### config.mk
export PLATFORM = sky130hd
export DESIGN_NAME = positional_array_list_flat
export DESIGN_NICKNAME = d
export VERILOG_FILES = /design/src/rtl/pal_pkg.sv /design/src/rtl/pal_req_if.sv /design/src/rtl/pal_rsp_if.sv /design/src/rtl/positional_array_list.sv /design/src/rtl/pal_ram.sv /design/src/rtl/pal_ctrl.sv /design/src/flat_wrapper.sv
export VERILOG_INCLUDE_DIRS = /design/src /design/src/rtl
export SDC_FILE = /design/constraint.sdc
export NUM_CORES = 2
export LEC_CHECK = 0
export ABC_AREA = 1
export BUFFER_PORTS_ARGS = -buffer_cell sky130_fd_sc_hd__clkbuf_2
export CELL_PAD_IN_SITES_DETAIL_PLACEMENT = 1
export CELL_PAD_IN_SITES_GLOBAL_PLACEMENT = 1
export CORE_MARGIN = 8
export CORE_UTILIZATION = 52
export CTS_BUF_LIST = sky130_fd_sc_hd__clkbuf_16
export DETAILED_ROUTE_END_ITERATION = 10
export PLACE_DENSITY = 0.82
export SYNTH_ARGS = -nofsm -noshare
export SYNTH_HDL_FRONTEND = slang
export SYNTH_HIERARCHICAL = 1
export SYNTH_SLANG_ARGS = --single-unit
### constraint.sdc
create_clock -name i_clk -period 8.3 [get_ports i_clk]
set_input_delay 1.245 -clock i_clk [delete_from_list [all_inputs] [get_ports i_clk]]
set_output_delay 1.245 -clock i_clk [all_outputs]
set_load 0.05 [all_outputs]
### src/rtl/positional_array_list_assert.svh
// Assertion macros shared by the list block.
// Each check is sampled on the rising edge of i_clk and is held off while i_rst_n is low.
`ifndef POSITIONAL_ARRAY_LIST_ASSERT_SVH
`define POSITIONAL_ARRAY_LIST_ASSERT_SVH

// The consequent must hold in the same cycle as the antecedent.
`define PAL_ASSERT_NOW(lbl, ante, cons) \
    lbl: assert property (@(posedge i_clk) disable iff (!i_rst_n) (ante) |-> (cons)) \
        else $error("pal: same-cycle check failed");

// The consequent must hold in the cycle after the antecedent.
`define PAL_ASSERT_NEXT(lbl, ante, cons) \
    lbl: assert property (@(posedge i_clk) disable iff (!i_rst_n) (ante) |=> (cons)) \
        else $error("pal: next-cycle check failed");

`endif

### src/rtl/pal_pkg.sv
`timescale 1ns / 1ps
`default_nettype none

package pal_pkg;

    // Operation codes carried by the kind field
    typedef enum logic [1:0] {
        K_GET    = 2'd0,
        K_LOCATE = 2'd1,
        K_INSERT = 2'd2,
        K_DELETE = 2'd3
    } t_kind;

    // Result status codes
    typedef enum logic [1:0] {
        ST_OK    = 2'd0,
        ST_RANGE = 2'd1,
        ST_FULL  = 2'd2
    } t_status;

    // Sequencer states
    typedef enum logic [2:0] {
        S_IDLE,
        S_GETR,
        S_GETD,
        S_SCAN,
        S_SHUP,
        S_PUT,
        S_SHDN,
        S_DONE
    } t_state;

    // One result beat
    typedef struct packed {
        t_status            status;
        logic signed [31:0] read_value;
        logic [7:0]         found_position;
        logic [7:0]         list_count;
    } t_result;

endpackage

`default_nettype wire

### src/rtl/pal_req_if.sv
`timescale 1ns / 1ps
`default_nettype none

// Request channel: one operation per beat
interface pal_req_if;
    logic               valid;
    logic               ready;
    logic [1:0]         kind;
    logic [7:0]         position;
    logic signed [31:0] value;

    modport source (output valid, output kind, output position, output value, input ready);
    modport sink   (input valid, input kind, input position, input value, output ready);
endinterface

`default_nettype wire

### src/rtl/pal_rsp_if.sv
`timescale 1ns / 1ps
`default_nettype none

// Response channel: one result per beat
interface pal_rsp_if;
    logic               valid;
    logic               ready;
    logic [1:0]         status;
    logic signed [31:0] read_value;
    logic [7:0]         found_position;
    logic [7:0]         list_count;

    modport source (output valid, output status, output read_value,
                    output found_position, output list_count, input ready);
    modport sink   (input valid, input status, input read_value,
                    input found_position, input list_count, output ready);
endinterface

`default_nettype wire

### src/rtl/positional_array_list.sv
// Positional array list: an ordered list of up to DEPTH signed 32-bit values.
// i_req carries one operation per beat (kind, 1-based position, value):
// get, locate, insert or delete. o_rsp returns exactly one result beat per
// request: status, read_value, found_position and the new list_count.
// The element store has a single read port: the sequencer reads one entry
// a cycle and writes the moved entry back in the cycle after its read, so
// one request is worked at a time.
// The result sits in an output register; a new request is taken as soon as
// the sequencer is idle, even while that result waits on o_rsp.ready.
// If the receiver stalls with a result held and a second one finished, the
// sequencer holds it and takes no new request until the register frees.
// Synchronous active-low reset empties the list; store contents are not
// cleared, and entries past the length are never read.
`timescale 1ns / 1ps
`default_nettype none

module positional_array_list
    import pal_pkg::*;
#(
    parameter int DEPTH = 128
) (
    input  wire logic i_clk,
    input  wire logic i_rst_n,
    pal_req_if.sink   i_req,
    pal_rsp_if.source o_rsp
);

    localparam int AW = $clog2(DEPTH);

    logic          res_valid;
    logic          res_ready;
    t_result       res;
    logic          ram_we;
    logic [AW-1:0] ram_waddr;
    logic [31:0]   ram_wdata;
    logic [AW-1:0] ram_raddr;
    logic [31:0]   ram_rdata;
    logic          r_out_valid;
    t_result       r_out;

    pal_ctrl #(
        .DEPTH (DEPTH)
    ) u_ctrl (
        .i_clk       (i_clk),
        .i_rst_n     (i_rst_n),
        .i_req       (i_req),
        .o_res_valid (res_valid),
        .i_res_ready (res_ready),
        .o_res       (res),
        .o_ram_we    (ram_we),
        .o_ram_waddr (ram_waddr),
        .o_ram_wdata (ram_wdata),
        .o_ram_raddr (ram_raddr),
        .i_ram_rdata (ram_rdata)
    );

    pal_ram #(
        .WIDTH (32),
        .DEPTH (DEPTH)
    ) u_store (
        .i_clk   (i_clk),
        .i_we    (ram_we),
        .i_waddr (ram_waddr),
        .i_wdata (ram_wdata),
        .i_raddr (ram_raddr),
        .o_rdata (ram_rdata)
    );

    // Output register: free when empty or draining this cycle
    assign res_ready = !r_out_valid || o_rsp.ready;

    always_ff @(posedge i_clk) begin
        if (!i_rst_n) begin
            r_out_valid <= 1'b0;
        end else if (res_ready) begin
            r_out_valid <= res_valid;
        end
    end

    always_ff @(posedge i_clk) begin
        if (res_valid && res_ready) begin
            r_out <= res;
        end
    end

    // Result beat
    assign o_rsp.valid          = r_out_valid;
    assign o_rsp.status         = r_out.status;
    assign o_rsp.read_value     = r_out.read_value;
    assign o_rsp.found_position = r_out.found_position;
    assign o_rsp.list_count     = r_out.list_count;

endmodule

`default_nettype wire

### src/rtl/pal_ram.sv
`timescale 1ns / 1ps
`default_nettype none

// Simple dual-port RAM, one write and one registered read per cycle
module pal_ram #(
    parameter int WIDTH = 32,
    parameter int DEPTH = 128
) (
    input  wire logic                     i_clk,
    input  wire logic                     i_we,
    input  wire logic [$clog2(DEPTH)-1:0] i_waddr,
    input  wire logic [WIDTH-1:0]         i_wdata,
    input  wire logic [$clog2(DEPTH)-1:0] i_raddr,
    output logic      [WIDTH-1:0]         o_rdata
);

    logic [WIDTH-1:0] r_mem [DEPTH];

    always_ff @(posedge i_clk) begin
        if (i_we) begin
            r_mem[i_waddr] <= i_wdata;
        end
        o_rdata <= r_mem[i_raddr];
    end

endmodule

`default_nettype wire

### src/rtl/pal_ctrl.sv
`timescale 1ns / 1ps
`default_nettype none

`include "positional_array_list_assert.svh"

// Operation sequencer: walks the element store one entry per cycle
module pal_ctrl
    import pal_pkg::*;
#(
    parameter int DEPTH = 128
) (
    input  wire logic                     i_clk,
    input  wire logic                     i_rst_n,
    pal_req_if.sink                       i_req,
    output logic                          o_res_valid,
    input  wire logic                     i_res_ready,
    output t_result                       o_res,
    output logic                          o_ram_we,
    output logic [$clog2(DEPTH)-1:0]      o_ram_waddr,
    output logic [31:0]                   o_ram_wdata,
    output logic [$clog2(DEPTH)-1:0]      o_ram_raddr,
    input  wire logic [31:0]              i_ram_rdata
);

    localparam int AW = $clog2(DEPTH);
    localparam int CW = $clog2(DEPTH + 1);
    localparam int XW = ((CW > 8) ? CW : 8) + 1;

    t_state             r_state, n_state;
    logic [CW-1:0]      r_cnt, n_cnt;
    logic [CW-1:0]      r_idx, n_idx;
    logic [CW-1:0]      r_lag_idx, n_lag_idx;
    logic               r_lag, n_lag;
    logic [CW-1:0]      r_pm1, n_pm1;
    logic signed [31:0] r_val, n_val;
    t_result            r_res, n_res;

    logic               ram_re;
    logic [XW-1:0]      pos_x;
    logic [XW-1:0]      cnt_x;
    logic               bad_pos;
    logic               bad_ins;
    logic               full;

    // low byte of a count or position
    function automatic logic [7:0] lo8(input logic [CW-1:0] v);
        logic [XW-1:0] x;
        x = XW'(v);
        return x[7:0];
    endfunction

    // Position checks against the current length
    assign pos_x   = XW'(i_req.position);
    assign cnt_x   = XW'(r_cnt);
    assign bad_pos = (pos_x == '0) || (pos_x > cnt_x);
    assign bad_ins = (pos_x == '0) || (pos_x > cnt_x + XW'(1));
    assign full    = (r_cnt == CW'(DEPTH));

    // State and control registers
    always_ff @(posedge i_clk) begin
        if (!i_rst_n) begin
            r_state <= S_IDLE;
            r_cnt   <= '0;
            r_lag   <= 1'b0;
        end else begin
            r_state <= n_state;
            r_cnt   <= n_cnt;
            r_lag   <= n_lag;
        end
    end

    // Working payload
    always_ff @(posedge i_clk) begin
        r_idx     <= n_idx;
        r_lag_idx <= n_lag_idx;
        r_pm1     <= n_pm1;
        r_val     <= n_val;
        r_res     <= n_res;
    end

    // Next state, store accesses and result
    always_comb begin
        n_state     = r_state;
        n_cnt       = r_cnt;
        n_idx       = r_idx;
        n_lag       = r_lag;
        n_lag_idx   = r_lag_idx;
        n_pm1       = r_pm1;
        n_val       = r_val;
        n_res       = r_res;
        i_req.ready = 1'b0;
        o_res_valid = 1'b0;
        o_ram_we    = 1'b0;
        o_ram_waddr = '0;
        o_ram_wdata = '0;
        o_ram_raddr = '0;
        ram_re      = 1'b0;

        case (r_state)
            S_IDLE: begin
                i_req.ready = 1'b1;
                if (i_req.valid) begin
                    n_val = i_req.value;
                    n_pm1 = CW'(pos_x - XW'(1));
                    n_lag = 1'b0;
                    n_res = '{status: ST_OK, read_value: '0, found_position: '0,
                              list_count: lo8(r_cnt)};
                    case (t_kind'(i_req.kind))
                        K_GET: begin
                            if (bad_pos) begin
                                n_res.status = ST_RANGE;
                                n_state      = S_DONE;
                            end else begin
                                n_state = S_GETR;
                            end
                        end
                        K_LOCATE: begin
                            n_idx   = '0;
                            n_state = (r_cnt == '0) ? S_DONE : S_SCAN;
                        end
                        K_INSERT: begin
                            if (bad_ins) begin
                                n_res.status = ST_RANGE;
                                n_state      = S_DONE;
                            end else if (full) begin
                                n_res.status = ST_FULL;
                                n_state      = S_DONE;
                            end else begin
                                n_idx   = r_cnt;
                                n_state = S_SHUP;
                            end
                        end
                        K_DELETE: begin
                            if (bad_pos) begin
                                n_res.status = ST_RANGE;
                                n_state      = S_DONE;
                            end else begin
                                n_idx   = CW'(pos_x - XW'(1));
                                n_state = S_SHDN;
                            end
                        end
                        default: n_state = S_DONE;
                    endcase
                end
            end

            // get: one read, data back in the cycle after it
            S_GETR: begin
                ram_re      = 1'b1;
                o_ram_raddr = r_pm1[AW-1:0];
                n_state     = S_GETD;
            end

            S_GETD: begin
                n_res.read_value = i_ram_rdata;
                n_state          = S_DONE;
            end

            // locate: issue one read a cycle, compare the one that came back
            S_SCAN: begin
                if (r_lag && (i_ram_rdata == r_val)) begin
                    n_res.found_position = lo8(r_lag_idx + CW'(1));
                    n_lag                = 1'b0;
                    n_state              = S_DONE;
                end else if (r_idx < r_cnt) begin
                    ram_re      = 1'b1;
                    o_ram_raddr = r_idx[AW-1:0];
                    n_lag       = 1'b1;
                    n_lag_idx   = r_idx;
                    n_idx       = r_idx + CW'(1);
                end else begin
                    n_lag   = 1'b0;
                    n_state = S_DONE;
                end
            end

            // insert: move the tail up from the top, read below the write
            S_SHUP: begin
                if (r_lag) begin
                    o_ram_we    = 1'b1;
                    o_ram_waddr = AW'(r_lag_idx + CW'(1));
                    o_ram_wdata = i_ram_rdata;
                end
                if (r_idx > r_pm1) begin
                    ram_re      = 1'b1;
                    o_ram_raddr = AW'(r_idx - CW'(1));
                    n_lag       = 1'b1;
                    n_lag_idx   = r_idx - CW'(1);
                    n_idx       = r_idx - CW'(1);
                end else begin
                    n_lag = 1'b0;
                    if (!r_lag) begin
                        n_state = S_PUT;
                    end
                end
            end

            S_PUT: begin
                o_ram_we         = 1'b1;
                o_ram_waddr      = r_pm1[AW-1:0];
                o_ram_wdata      = r_val;
                n_cnt            = r_cnt + CW'(1);
                n_res.list_count = lo8(r_cnt + CW'(1));
                n_state          = S_DONE;
            end

            // delete: first read is the removed entry, the rest move down
            S_SHDN: begin
                if (r_lag) begin
                    if (r_lag_idx == r_pm1) begin
                        n_res.read_value = i_ram_rdata;
                    end else begin
                        o_ram_we    = 1'b1;
                        o_ram_waddr = AW'(r_lag_idx - CW'(1));
                        o_ram_wdata = i_ram_rdata;
                    end
                end
                if (r_idx < r_cnt) begin
                    ram_re      = 1'b1;
                    o_ram_raddr = r_idx[AW-1:0];
                    n_lag       = 1'b1;
                    n_lag_idx   = r_idx;
                    n_idx       = r_idx + CW'(1);
                end else begin
                    n_lag = 1'b0;
                    if (!r_lag) begin
                        n_cnt            = r_cnt - CW'(1);
                        n_res.list_count = lo8(r_cnt - CW'(1));
                        n_state          = S_DONE;
                    end
                end
            end

            S_DONE: begin
                o_res_valid = 1'b1;
                if (i_res_ready) begin
                    n_state = S_IDLE;
                end
            end

            default: n_state = S_IDLE;
        endcase
    end

    assign o_res = r_res;

    // a read never lands on the entry being written in the same cycle
    `PAL_ASSERT_NOW(a_no_rw_clash, o_ram_we && ram_re, o_ram_waddr != o_ram_raddr)
    // the length only moves at the end of an insert or a delete
    `PAL_ASSERT_NEXT(a_cnt_hold, r_state == S_IDLE || r_state == S_SCAN, r_cnt == $past(r_cnt))
    // a full status is only given with the store at capacity
    `PAL_ASSERT_NOW(a_full_cap, o_res_valid && r_res.status == ST_FULL, r_cnt == CW'(DEPTH))
    // the scan pointer never passes the length
    `PAL_ASSERT_NOW(a_scan_bound, r_state == S_SCAN || r_state == S_SHDN, r_idx <= r_cnt)

endmodule

`default_nettype wire

### src/flat_wrapper.sv
// flat-port wrapper written by rule: the top's interface ports become plain ports
module positional_array_list_flat import pal_pkg::*;
#(
    parameter int DEPTH = 128
)
  (i_clk, i_rst_n, i_req_valid, i_req_kind, i_req_position, i_req_value, i_req_ready, o_rsp_valid, o_rsp_status, o_rsp_read_value, o_rsp_found_position, o_rsp_list_count, o_rsp_ready);
  pal_req_if i_req_i ();
  pal_rsp_if o_rsp_i ();
  input  wire logic i_clk;
  input  wire logic i_rst_n;
  input wire logic [$bits(i_req_i.valid)-1:0] i_req_valid;
  input wire logic [$bits(i_req_i.kind)-1:0] i_req_kind;
  input wire logic [$bits(i_req_i.position)-1:0] i_req_position;
  input wire logic [$bits(i_req_i.value)-1:0] i_req_value;
  output wire logic [$bits(i_req_i.ready)-1:0] i_req_ready;
  output wire logic [$bits(o_rsp_i.valid)-1:0] o_rsp_valid;
  output wire logic [$bits(o_rsp_i.status)-1:0] o_rsp_status;
  output wire logic [$bits(o_rsp_i.read_value)-1:0] o_rsp_read_value;
  output wire logic [$bits(o_rsp_i.found_position)-1:0] o_rsp_found_position;
  output wire logic [$bits(o_rsp_i.list_count)-1:0] o_rsp_list_count;
  input wire logic [$bits(o_rsp_i.ready)-1:0] o_rsp_ready;
  assign i_req_i.valid = i_req_valid;
  assign i_req_i.kind = i_req_kind;
  assign i_req_i.position = i_req_position;
  assign i_req_i.value = i_req_value;
  assign i_req_ready = i_req_i.ready;
  assign o_rsp_valid = o_rsp_i.valid;
  assign o_rsp_status = o_rsp_i.status;
  assign o_rsp_read_value = o_rsp_i.read_value;
  assign o_rsp_found_position = o_rsp_i.found_position;
  assign o_rsp_list_count = o_rsp_i.list_count;
  assign o_rsp_i.ready = o_rsp_ready;
  positional_array_list #(.DEPTH(DEPTH)) u_core (.i_clk(i_clk), .i_rst_n(i_rst_n), .i_req(i_req_i), .o_rsp(o_rsp_i));
endmodule
==> flow_summary.yaml <==
setup_path:
  crit_path_frequent_cell: "nand3_1"
  cpMaxStageDelayCell: "dfxtp_1"
  crit_path_end_kind: "flop"
  critPathArrivalTime_ns: 7.47
  cp_required_ns: 9.18
  crit_fanout: 92
  critical_path.top_delay_family: "simple AND/OR/NAND/NOR gates"
  critical_path_class: "flop to flop"
  timing.critical_path.cells: "inv_1 -> o22ai_1 -> a21oi_1 -> nand4_1 -> nor3_1 -> nand3_1 -> nand2_1 -> nand2_1 -> a22oi_1 -> nand2_4 -> buf_12 -> buf_4 -> buf_4 -> nand2_1 -> nand3_1 -> nand3_1 -> nand3_1 -> nand3_1 -> nand3_1 -> nand3_1 -> nand2_1"
  slowest_delay_ns: 0.72
  critPathLaunchType: "flop"
  cp.buffers_inverters: 4
power_and_ir_drop:
  internal_power_mw: 41.3
  power_density_nw_per_um2: 365
  max_rail_drop_vdd_v: 0.000471
  power.share.clock: 0.268
  p_switching_mw: 29.3
  finalPower_mw: 70.5
  comb_power_share: 0.369
  leakage_power_nw: 68.6
  power_switching_share: 0.415
  pwr-share-seq: 0.363
sta:
  timing.final.max_slew_violations: 6
  finalSetupViolations: 0
  timing.final.hold_violations: 0
  skew_ns: 0.0576
  min_period_ns: 6.59
  final.period_utilization: 0.794
  max-slew-margin-rel: -0.0328
  setup_tns_ns: 0
  maxClockFrequency_mhz: 152
  rsz0062_at_grt: "no"
  hold_slack_ns: 0.421
  worst_pin_slew_ns: 1.53
floorplanning:
  initial_core_util: 0.521
  io_pins: 98
  core.rowCount: 212
  die_height_um: 594
  die_area_um2: 352000
  die_w_um: 594
  core_region_area_um2: 333000
synth:
  synthArstFlopShare: 0
  ys.flop_type: "edfxtp_1"
  number_of_flip_flops_and_latches_in_the_synthesized_netlist: 4297
  post_synth_xor_area_fraction: 0.00172
  number_of_flops_mapped_to_enable_cells_by_yosys: 4252
  synth_cell_type_count: 42
  synth-compound-area-share: 0.00617
  yosysWarningCount: 6
  syn_area_um2: 174000
  synth_simple_gate_area_share: 0.217
  syn-num-nets: 14400
  post_synth_fa_ha_maj_area_fraction: 0.00310
  syn-mean-instance-area_um2: 12.1
  synth.area.mux_share: 0
  seq_area_frac_synth: 0.741
  syn_inst: 14300
  largest_family_of_logic_cells_by_synthesized_area: "simple AND/OR/NAND/NOR gates"
layout:
  post_route_cells_drive_above_1_share: 0.0852
  layout-area-overhead-vs-synth_pct: 11.3
  num-fill-cells: 32800
  final_nets: 14300
  post_layout_nonfiller_instances: 19000
  finish.instance_area_um2: 193000
clocking:
  cts-buffers-inserted: 420
  clk_latency_ns: 1.00
  ctsHoldBuffers: 0
  cts_root_buf: "clkbuf_16"
  clock_tree.htree_level_count: 5
  cts_resized: 0
  cts_post_setup_buffers_inserted: 0
  tritoncts: "built"
  path_clk_slew_ns: 0.06
  clock_sinks: 4297
  max-clock-path-buffers: 4
routing:
  drt-initial-drc-count: 19500
  ant_nets: 0
  avgViaCountPerCell: 6.62
  dr.pass1.iters: 6
  detail_route.wirelength_um: 615000
  detailroute.via_count: 126000
  avgRoutedWirePerCell_um: 32.4
  drcViolationCount: 0
global_routing:
  grt_first_pass_wirelength_um: 882000
  grt-ovfl-total: 0
  number_of_antenna_violations_at_the_first_check_in_global_routing: 39
  global_route.usage.total: 0.336
  grt_pass1_vias: 131000
  grt_start_max_net_pins: 169
placed_design:
  placement.io_buffers: 97
  placed_cell_area_um2: 180000
  detailed_place_hpwl_um: 342000
  placed_cells_incl_taps: 18200
  gpl.final_weighted_congestion: 0.850
flow_run:
  max_cap_violations: 1
status:
  outcome: "finished, violations left"
  violations: "capacitance limit, slew limit"
hold_path:
  hold_path_class: "flop to flop"
==> kinds of logic after synthesis <==
logic type                 Yosys count
and+or+nand+nor                   8652
adders and majority gates           43
AOI/OAI and AO/OA                  179
buffers and inverters             1100
xor gates and xnor gates            34
DFF                               4297
==> per-layer routing <==
layer	wire length (um)	global-route usage
met3	74500	0.0833
met5	162	0
met1	215000	0.422
met4	40900	0.193
met2	285000	0.536
==> synthesized netlist by cell type (16+ instances only) <==
master    count  share of area
buf_1       100         0.0022
a21oi_1      39         0.0011
nand3_1    4073           0.12
nor2_1      219         0.0047
clkbuf_1    121         0.0026
dfxtp_1      45         0.0052
buf_4        89         0.0039
buf_2       604          0.017
nor3_1       18        0.00052
nand2_1    4304          0.093
edfxtp_1   4252           0.74
ha_1         43         0.0031
xor2_1       19        0.00096
o22ai_1      31         0.0011
o21ai_1      16        0.00046
inv_2        18        0.00039
inv_1       154         0.0033
o21ai_0      52         0.0015
==> path summary, 6_finish.rpt <==
check             slack, ns                              to  cells after the start                 startpoint
hold reg to reg        0.42  u_core/o_rsp.found_position[6]                      0    u_core/u_ctrl/o_res[14]
setup / recovery       1.71      u_core/u_store/o_rdata[23]                     21  u_core/u_store/o_rdata[1]
setup reg to reg       1.71      u_core/u_store/o_rdata[23]                     21  u_core/u_store/o_rdata[1]
hold / removal         0.42  u_core/o_rsp.found_position[6]                      0    u_core/u_ctrl/o_res[14]
==> metrics by stage <==
step,util,worst slack (ns)
detailed placement,0.540,2.19
global placement,0.540,2.32
global route,0.580,1.70
floorplan,-,0.924
CTS,0.580,2.13
finish,0.580,1.71
==> final cells by class <==
class,instances,area (um2),area share
Sequential cell,4297,129000,0.666
Multi-Input combinational cell,8908,41100,0.213
Clock buffer,426,10700,0.0552
Tap cell,4387,5490,0.0284
Timing Repair Buffer,452,3850,0.0199
Clock inverter,347,2690,0.0139
Inverter,174,706,0.00366
Antenna cell,15,37.5,0.000194
==> state kept, by name (all words and copies together), names as in the netlist <==
| register | cells |
|---|---|
| u_core/o_rsp.status | 2 |
| u_core/u_ctrl/r_val | 32 |
| u_core/o_rsp.read_value | 32 |
| u_core/u_ctrl/r_lag_idx | 8 |
| u_core/u_ctrl/r_lag | 1 |
| u_core/u_ctrl/r_cnt | 8 |
| u_core/o_rsp.valid | 1 |
| u_core/u_ctrl/o_res | 50 |
| u_core/o_rsp.found_position | 8 |
| u_core/u_ctrl/r_idx | 8 |
| u_core/o_rsp.list_count | 8 |
| u_core/u_ctrl/r_state | 3 |
| u_core/u_store/o_rdata | 32 |
| u_core/u_ctrl/r_pm1 | 8 |
| u_core/u_store/r_mem | 4096 |
==> layout by cell type, fill, tap and decap left out, types with 14 or more instances in the layout <==
cell and n:
dfxtp_1 45, nor2_4 131, o21ai_4 14, buf_4 299, edfxtp_1 4252, buf_12 56
clkbuf_2 97, inv_2 17, ha_1 43, diode_2 15, nand4_1 15, clkinv_2 70
nand2_1 4294, xor2_1 19, clkbuf_16 426, a21oi_1 38, nor3_1 18, clkinvlp_4 14
clkinv_1 98, nand3_1 4072, o21ai_0 49, inv_1 254, nor2_1 90, xnor2_1 15
o22ai_4 18, bufinv_16 37
==> power by group through the flow <==
stage | Clock (mW) | Sequential [mW] | Combinational [mW]
after floorplan | 0 | 26.0 | 14.3
after global placement | 0 | 26.0 | 23.5
after detailed placement | 0 | 26.1 | 24.5
after CTS | 19.0 | 25.6 | 25.1
after global routing | 19.6 | 25.6 | 26.9
final | 18.9 | 25.6 | 26.0
==> worst register-to-register path, stage by stage, from the launching register on <==
cell	delay, ns
dfxtp_1	0.72
inv_1	0.27
o22ai_1	0.22
a21oi_1	0.06
nand4_1	0.14
nor3_1	0.10
nand3_1	0.13
nand2_1	0.14
nand2_1	0.25
a22oi_1	0.16
nand2_4	0.29
buf_12	0.41
buf_4	0.89
buf_4	0.62
nand2_1	0.12
nand3_1	0.12
nand3_1	0.11
nand3_1	0.14
nand3_1	0.38
nand3_1	0.41
nand3_1	0.40
nand2_1	0.40
No activity file was read; power rests on OpenSTA's default activity.
